`src/aat_pkg.sv`:
```
`timescale 1ns / 1ps

package aat_pkg;

    localparam int ENTRIES_DEF    = 8;
    localparam int ADDR_BYTES_DEF = 6;
    localparam int FIELD_W        = 48;
    localparam int WIDE_W         = 64;
    localparam int AGE_W          = 8;
    localparam int IDX_W          = 6;
    localparam int SLOT_W         = 3;
    localparam int OUTC_W         = 3;
    localparam int CFG_W          = 8;
    localparam int CFG_IDX_W      = 1;

    localparam logic [CFG_IDX_W-1:0] REG_TICKS_PER_AGE = 1'd0;
    localparam logic [CFG_IDX_W-1:0] REG_AGE_LIMIT     = 1'd1;

    localparam logic [CFG_W-1:0] TICKS_PER_AGE_RST = 8'd60;
    localparam logic [CFG_W-1:0] AGE_LIMIT_RST     = 8'd255;

    localparam logic ACT_ADD  = 1'b0;
    localparam logic ACT_TICK = 1'b1;

    localparam logic [OUTC_W-1:0] OUT_HIT     = 3'd0;
    localparam logic [OUTC_W-1:0] OUT_FILL    = 3'd1;
    localparam logic [OUTC_W-1:0] OUT_REPLACE = 3'd2;
    localparam logic [OUTC_W-1:0] OUT_COUNT   = 3'd3;
    localparam logic [OUTC_W-1:0] OUT_AGED    = 3'd4;

    typedef struct packed {
        logic               action;
        logic [FIELD_W-1:0] address;
    } t_in_beat;

    typedef struct packed {
        logic [SLOT_W-1:0]  slot;
        logic [OUTC_W-1:0]  outcome;
        logic [FIELD_W-1:0] evicted_address;
    } t_out_beat;

    typedef struct packed {
        logic             hit;
        logic [IDX_W-1:0] hit_idx;
        logic             free_vld;
        logic [IDX_W-1:0] free_idx;
        logic             best_vld;
        logic [AGE_W-1:0] best_age;
        logic [IDX_W-1:0] best_idx;
    } t_scan;

    typedef struct packed {
        logic             load;
        logic             age_step;
        logic [AGE_W-1:0] age_limit;
    } t_cmd;

endpackage

```
`src/aging_address_table.sv`:
```
`timescale 1ns / 1ps

// Aging address table: a row of ENTRIES cells holding address, valid mark and age.
// Input channel (i_in_valid / o_in_stall / i_in_data): one beat per item, either
// an add of an address or a timer tick. One item is worked on at a time; o_in_stall
// stays high from acceptance until that item's result has been loaded for output.
// An add sweeps a search record through the cells, one cell per cycle, then commits
// the chosen entry once the output register is free: the cell and the result
// register load together, and the next beat is taken after that commit.
// A tick needs no sweep: it commits as soon as the output register is free.
// Output channel (o_out_valid / i_out_stall / o_out_data): a register holds the
// result; while the receiver stalls it holds, and a finished item waits to commit.
// Configuration (i_cfg_we / i_cfg_idx / i_cfg_data): index 0 ticks_per_age,
// index 1 age_limit; write only while the block is idle.
// Reset (synchronous, active low) clears all valid marks, the tick prescaler and
// the output valid flag, and restores the register defaults. No clearing pass.
module aging_address_table #(
    parameter int ENTRIES    = aat_pkg::ENTRIES_DEF,
    parameter int ADDR_BYTES = aat_pkg::ADDR_BYTES_DEF
) (
    input  logic                            i_clk,
    input  logic                            i_rst_n,
    input  logic                            i_in_valid,
    output logic                            o_in_stall,
    input  aat_pkg::t_in_beat               i_in_data,
    output logic                            o_out_valid,
    input  logic                            i_out_stall,
    output aat_pkg::t_out_beat              o_out_data,
    input  logic                            i_cfg_we,
    input  logic [aat_pkg::CFG_IDX_W-1:0]   i_cfg_idx,
    input  logic [aat_pkg::CFG_W-1:0]       i_cfg_data
);

    localparam int AW = 8 * ADDR_BYTES;

    logic                          r_busy;
    logic                          r_is_tick;
    logic                          r_start;
    logic                          r_done;
    logic [AW-1:0]                 r_key;
    logic [aat_pkg::CFG_W-1:0]     r_tick_cnt;
    logic [aat_pkg::CFG_W-1:0]     r_ticks_per_age;
    logic [aat_pkg::AGE_W-1:0]     r_age_limit;
    logic                          r_out_vld;
    aat_pkg::t_out_beat            r_out;

    aat_pkg::t_out_beat            n_out;
    logic [aat_pkg::IDX_W-1:0]     n_sel_idx;
    logic                          w_accept;
    logic                          w_commit;
    logic [aat_pkg::CFG_W:0]       w_tick_next;
    logic                          w_aging;
    logic [aat_pkg::WIDE_W-1:0]    w_in_wide;
    logic [aat_pkg::WIDE_W-1:0]    w_ev_wide;
    aat_pkg::t_cmd                 w_cmd;
    aat_pkg::t_scan                w_final;

    logic                          w_go        [ENTRIES+1];
    aat_pkg::t_scan                w_scan      [ENTRIES+1];
    logic [AW-1:0]                 w_best_addr [ENTRIES+1];
    logic [ENTRIES-1:0]            w_sel;

    assign w_accept    = i_in_valid && !o_in_stall;
    assign w_commit    = r_busy && (r_is_tick || r_done) && (!r_out_vld || !i_out_stall);
    assign w_tick_next = {1'b0, r_tick_cnt} + 1'b1;
    assign w_aging     = w_tick_next >= {1'b0, r_ticks_per_age};
    assign w_in_wide   = aat_pkg::WIDE_W'(i_in_data.address);
    assign w_final     = w_scan[ENTRIES];
    assign w_ev_wide   = aat_pkg::WIDE_W'(w_best_addr[ENTRIES]);

    assign w_go[0]        = r_start;
    assign w_scan[0]      = '0;
    assign w_best_addr[0] = '0;

    genvar g;
    generate
        for (g = 0; g < ENTRIES; g++) begin : g_cell
            assign w_sel[g] = (n_sel_idx == aat_pkg::IDX_W'(g));
            aat_cell #(
                .AW(AW)
            ) u_cell (
                .i_clk       (i_clk),
                .i_rst_n     (i_rst_n),
                .i_idx       (aat_pkg::IDX_W'(g)),
                .i_key       (r_key),
                .i_go        (w_go[g]),
                .i_scan      (w_scan[g]),
                .i_best_addr (w_best_addr[g]),
                .i_sel       (w_sel[g]),
                .i_cmd       (w_cmd),
                .o_go        (w_go[g+1]),
                .o_scan      (w_scan[g+1]),
                .o_best_addr (w_best_addr[g+1])
            );
        end
    endgenerate

    always_comb begin
        n_out     = '0;
        n_sel_idx = w_final.best_idx;
        if (r_is_tick) begin
            n_out.outcome = w_aging ? aat_pkg::OUT_AGED : aat_pkg::OUT_COUNT;
        end else if (w_final.hit) begin
            n_sel_idx     = w_final.hit_idx;
            n_out.outcome = aat_pkg::OUT_HIT;
        end else if (w_final.free_vld) begin
            n_sel_idx     = w_final.free_idx;
            n_out.outcome = aat_pkg::OUT_FILL;
        end else begin
            n_out.outcome         = aat_pkg::OUT_REPLACE;
            n_out.evicted_address = w_ev_wide[aat_pkg::FIELD_W-1:0];
        end
        if (!r_is_tick) begin
            n_out.slot = n_sel_idx[aat_pkg::SLOT_W-1:0];
        end
    end

    always_comb begin
        w_cmd.load      = w_commit && !r_is_tick;
        w_cmd.age_step  = w_commit && r_is_tick && w_aging;
        w_cmd.age_limit = r_age_limit;
    end

    always_ff @(posedge i_clk) begin
        if (!i_rst_n) begin
            r_busy          <= 1'b0;
            r_start         <= 1'b0;
            r_done          <= 1'b0;
            r_tick_cnt      <= '0;
            r_ticks_per_age <= aat_pkg::TICKS_PER_AGE_RST;
            r_age_limit     <= aat_pkg::AGE_LIMIT_RST;
            r_out_vld       <= 1'b0;
        end else begin
            r_start <= w_accept && (i_in_data.action == aat_pkg::ACT_ADD);
            if (w_accept) begin
                r_busy <= 1'b1;
            end else if (w_commit) begin
                r_busy <= 1'b0;
            end
            if (w_go[ENTRIES]) begin
                r_done <= 1'b1;
            end else if (w_commit) begin
                r_done <= 1'b0;
            end
            if (w_commit && r_is_tick) begin
                r_tick_cnt <= w_aging ? '0 : w_tick_next[aat_pkg::CFG_W-1:0];
            end
            if (w_commit) begin
                r_out_vld <= 1'b1;
            end else if (!i_out_stall) begin
                r_out_vld <= 1'b0;
            end
            if (i_cfg_we) begin
                unique case (i_cfg_idx)
                    aat_pkg::REG_TICKS_PER_AGE: r_ticks_per_age <= i_cfg_data;
                    aat_pkg::REG_AGE_LIMIT:     r_age_limit     <= i_cfg_data;
                endcase
            end
        end
    end

    always_ff @(posedge i_clk) begin
        if (w_accept) begin
            r_is_tick <= (i_in_data.action == aat_pkg::ACT_TICK);
            r_key     <= w_in_wide[AW-1:0];
        end
        if (w_commit) begin
            r_out <= n_out;
        end
    end

    assign o_in_stall  = r_busy;
    assign o_out_valid = r_out_vld;
    assign o_out_data  = r_out;

endmodule

```
`src/aat_cell.sv`:
```
`timescale 1ns / 1ps

module aat_cell #(
    parameter int AW = 8 * aat_pkg::ADDR_BYTES_DEF
) (
    input  logic                         i_clk,
    input  logic                         i_rst_n,
    input  logic [aat_pkg::IDX_W-1:0]    i_idx,
    input  logic [AW-1:0]                i_key,
    input  logic                         i_go,
    input  aat_pkg::t_scan               i_scan,
    input  logic [AW-1:0]                i_best_addr,
    input  logic                         i_sel,
    input  aat_pkg::t_cmd                i_cmd,
    output logic                         o_go,
    output aat_pkg::t_scan               o_scan,
    output logic [AW-1:0]                o_best_addr
);

    logic                         r_valid;
    logic [AW-1:0]                r_addr;
    logic [aat_pkg::AGE_W-1:0]    r_age;
    logic                         r_go;
    aat_pkg::t_scan               r_scan;
    logic [AW-1:0]                r_best_addr;
    aat_pkg::t_scan               n_scan;
    logic [AW-1:0]                n_best_addr;

    always_comb begin
        n_scan      = i_scan;
        n_best_addr = i_best_addr;
        if (!i_scan.hit) begin
            if (!r_valid) begin
                n_scan.free_vld = 1'b1;
                n_scan.free_idx = i_idx;
            end else if (r_addr == i_key) begin
                n_scan.hit     = 1'b1;
                n_scan.hit_idx = i_idx;
            end else if (!i_scan.best_vld || (r_age > i_scan.best_age)) begin
                n_scan.best_vld = 1'b1;
                n_scan.best_age = r_age;
                n_scan.best_idx = i_idx;
                n_best_addr     = r_addr;
            end
        end
    end

    always_ff @(posedge i_clk) begin
        if (!i_rst_n) begin
            r_valid <= 1'b0;
            r_go    <= 1'b0;
        end else begin
            r_go <= i_go;
            if (i_cmd.load && i_sel) begin
                r_valid <= 1'b1;
            end
        end
    end

    always_ff @(posedge i_clk) begin
        if (i_go) begin
            r_scan      <= n_scan;
            r_best_addr <= n_best_addr;
        end
        if (i_cmd.load && i_sel) begin
            r_addr <= i_key;
            r_age  <= '0;
        end else if (i_cmd.age_step && r_valid && (r_age < i_cmd.age_limit)) begin
            r_age <= r_age + 1'b1;
        end
    end

    assign o_go        = r_go;
    assign o_scan      = r_scan;
    assign o_best_addr = r_best_addr;

endmodule

```
`config.mk`:
```
export PLATFORM = sky130hd
export DESIGN_NAME = aging_address_table
export DESIGN_NICKNAME = d
export VERILOG_FILES = /design/src/aat_pkg.sv /design/src/aging_address_table.sv /design/src/aat_cell.sv
export SDC_FILE = /design/constraint.sdc
export NUM_CORES = 1
export LEC_CHECK = 0
export CAP_MARGIN = 20
export CELL_PAD_IN_SITES_DETAIL_PLACEMENT = 1
export CELL_PAD_IN_SITES_GLOBAL_PLACEMENT = 1
export CORE_ASPECT_RATIO = 1.5
export CORE_MARGIN = 2
export CORE_UTILIZATION = 49
export DETAILED_ROUTE_END_ITERATION = 8
export DONT_BUFFER_PORTS = 1
export GPL_ROUTABILITY_DRIVEN = 0
export GPL_TIMING_DRIVEN = 1
export PLACE_DENSITY = 0.81
export RECOVER_POWER = 100
export SKIP_LAST_GASP = 1
export SLEW_MARGIN = 20
export SYNTH_ARGS = -nofsm -noshare
export SYNTH_HDL_FRONTEND = slang
export SYNTH_SLANG_ARGS = --single-unit
```
`constraint.sdc`:
```
create_clock -name i_clk -period 4.9 [get_ports i_clk]
set_clock_uncertainty 0.1 [all_clocks]
set_input_delay 0.245 -clock i_clk [delete_from_list [all_inputs] [get_ports i_clk]]
set_output_delay 0.245 -clock i_clk [all_outputs]
set_load 0.005 [all_outputs]
```
==> flow_summary.ini <==
[floorplan]
rows = 141
dieWidth_um = 260
ioPinCount = 119
die_y_um = 389
die_area_um2 = 101000
core-area_um2 = 98100
start_util_pct = 49.3

[routing]
num_vias = 27900
postRouteWirelength_mm = 146
drc_errors = 0
drtIter0Drc = 2562
detail-route-antenna-nets = 0
wl_per_cell_um = 31.5
vias_per_cell = 6.02
drtPass1Iterations = 7

[critical_path]
end_kind = flop
crit_chain = clkbuf_1, xor2_1, nor4_1, nand4_1, nor3_1, a211o_2, clkbuf_4, mux2_1
path_class = reg -> reg
crit_required_ps = 5250
crit_path_start_kind = flop
worstPathArrival_ps = 4940
crit_path_top_delay_cell = clkbuf_1
slowest_delay_ps = 1090
cp_max_fo = 34

[logic_synthesis]
async_reset_ff_share_pct = 0
synth_edf_count = 1001
synth-compound-area-share_pct = 3.05
synth_fa_ha_area_share_pct = 3.34
synth_warnings = 0
muxShareOfSynthArea_pct = 9.29
synth_top_family_by_area = multiplexers
synthXorXnorAreaFrac_pct = 7.70
ys_seq_area_share_pct = 66.7
syn_area_per_cell_um2 = 15.6
ys_types = 59
syn_nets = 3295
syn_area_um2 = 48300
yosys_register_bits = 1109
yosys.area_share.simple_pct = 7.32
synth_cells = 3103
ys.flop_type = edfxtp_1

[place]
port_buffers = 0
hpwlAfterDp_mm = 95.7
dp.cells = 4355

[timing]
worstMarginPinSlew_ps = 4230
slew_headroom_pct = -182
setup_tns_ps = 0
fmax_ghz = 0.218
setup_viol = 0
finalHoldViolations = 0
post-route-min-period_ps = 4590
whs_ps = 43.5
fin_crit_sh_pct = 93.7
drv_slew = 1143
rsz0062_at_grt = no

[global_route]
grt_max_degree = 70
grt-ovfl-total = 0
grt_usage_pct = 29.1
grt_pass1_vias = 30600
grt_pass1_wl_mm = 212
antenna_found_initial = 4

[run_status]
status = complete, but fails checks
violations = max-capacitance violations, max-slew violations

[power]
p_leak_nw = 18.6
peakVddDrop_mv = 0.378
power_density_nw_per_um2 = 368

[hold_path]
hold_class = in -> reg

[finish]
final-instance-count-excl-fill = 4640
mostFrequentLayoutCells = edfxtp_1 (1001), xor2_1 (317), mux2_2 (246), mux2_1 (134), ha_1 (129)
area_delta_synth_final_pct = 11.5
drive_above_1_share_pct = 14.4
layout.nets = 3457
final_common_cell = edfxtp_1

[clocking]
cts.htree.levels = 3
cts_buffers = 104
clkLatencyLatePin_ps = 740
postCtsSetupBuffers = 0
root_buffer = clkbuf_16
cts_tree = done
cts_max_path_buffers = 3
cts_sinks = 1109
clkTransAtPathRegs_ps = 70

[run]
maxCapViolations = 24
timing repair:
item,in CTS,in global routing
hold endpoints to repair,97,0
resized for setup,0,0
hold buffers,90,0
worst paths after layout:
check	end	slack, ps	cells past startpoint	startpoint
setup / recovery	g_cell[2].u_cell.o_best_addr[1]	310	8	r_key[5]
hold / removal	r_key[15]	40	1	i_in_data[15]
setup reg to reg	g_cell[2].u_cell.o_best_addr[1]	310	8	r_key[5]
hold reg to reg	r_ticks_per_age[1]	390	2	r_ticks_per_age[1]
cell families after synthesis:
logic type | count (synthesis)
flops | 1109
mux | 392
fa+ha+maj | 129
simple gates | 618
compound gates | 228
buf+inv | 202
xor+xnor | 425
routing by layer:
layer | global-route usage (%) | vias to the layer above | routed length (µm)
li1 | - | 11900 | -
met4 | 18.1 | 4 | 10300
met3 | 4.26 | 438 | 7660
met2 | 52.8 | 1234 | 78000
met5 | 0 | - | 29
met1 | 31.5 | 14400 | 50300
cells in the mapped netlist (3+ instances only):
master,count,area (µm²)
edfxtp_1,1001,30100
xor2_1,317,2780
mux2_2,282,3180
ha_1,129,1610
and2_1,120,751
dfxtp_1,108,2160
xnor2_1,108,946
nor2_1,85,319
inv_1,83,312
nor4_1,80,500
nand4_1,78,488
mux2_1,77,867
a21oi_1,60,300
o21ai_0,56,280
nand2_1,55,206
nand3_1,45,225
nor2b_1,42,263
buf_4,39,293
buf_6,35,394
a211oi_1,24,180
clkbuf_1,24,90.1
mux2_4,24,360
or2_2,21,131
nand2b_1,19,119
a21o_1,18,135
o211ai_1,18,135
or3_1,16,100
and3_1,13,81.3
buf_2,13,65.1
nor3_2,12,120
o31ai_1,12,90.1
or4_1,12,90.1
mux2i_1,9,90.1
nor3_1,8,40.0
o21a_1,8,60.1
a21boi_0,7,52.6
o21bai_1,7,52.6
buf_8,4,60.1
a211o_2,3,30.0
buf_12,3,60.1
nand2_2,3,18.8
area by class of cell:
| type | count | area, µm² |
|---|---|---|
| inverters | 83 | 312 |
| multi-input cells | 1792 | 14800 |
| clock buffers | 124 | 2730 |
| repair buffers | 175 | 1340 |
| diodes | 1 | 2.50 |
| well taps | 1287 | 1610 |
| flip-flops and latches | 1109 | 32200 |
| clock inverters | 69 | 882 |
| fillers | 9264 | 44200 |
critical path, delay by kind of cell, from the launching register on:
family	cells	cell delay, ps
simple gates	3	1390
xor+xnor	1	200
flops	1	330
compound gates	1	200
mux	1	430
buf+inv	2	1630
sequential cells by signal, indices dropped and copies added, names as in the netlist, 8 cells and up:
signal and flops:
r_key 48, g_cell.u_cell.o_go 8, r_tick_cnt 8, r_ticks_per_age 8
g_cell.u_cell.o_best_addr 384, o_out_data 54, g_cell.u_cell.r_age 64, g_cell.u_cell.r_addr 384
g_cell.u_cell.r_valid 8, r_age_limit 8, g_cell.u_cell.o_scan 130
report_power, final:
part	switching, mW	internal, mW	total, mW
Combinational	0.382	0.199	0.581
Sequential	0.164	10.3	10.5
Clock	3.86	4.91	8.77
through the flow:
| stage | instance area [µm²] | util, % | setup WS, ps | power (mW) |
|---|---|---|---|---|
| 5_1_grt | 53900 | 55.0 | 299 | 20.3 |
| 2_1_floorplan | 48300 | - | 1070 | 10.9 |
| 3_3_place_gp | 49800 | 50.8 | 878 | 11.2 |
| 4_1_cts | 54300 | 55.4 | 777 | 19.9 |
| 3_5_place_dp | 49800 | 50.8 | 821 | 11.2 |
| 6_report | 53900 | 55.0 | 306 | 19.8 |
Power figures use the tool's default switching activity.
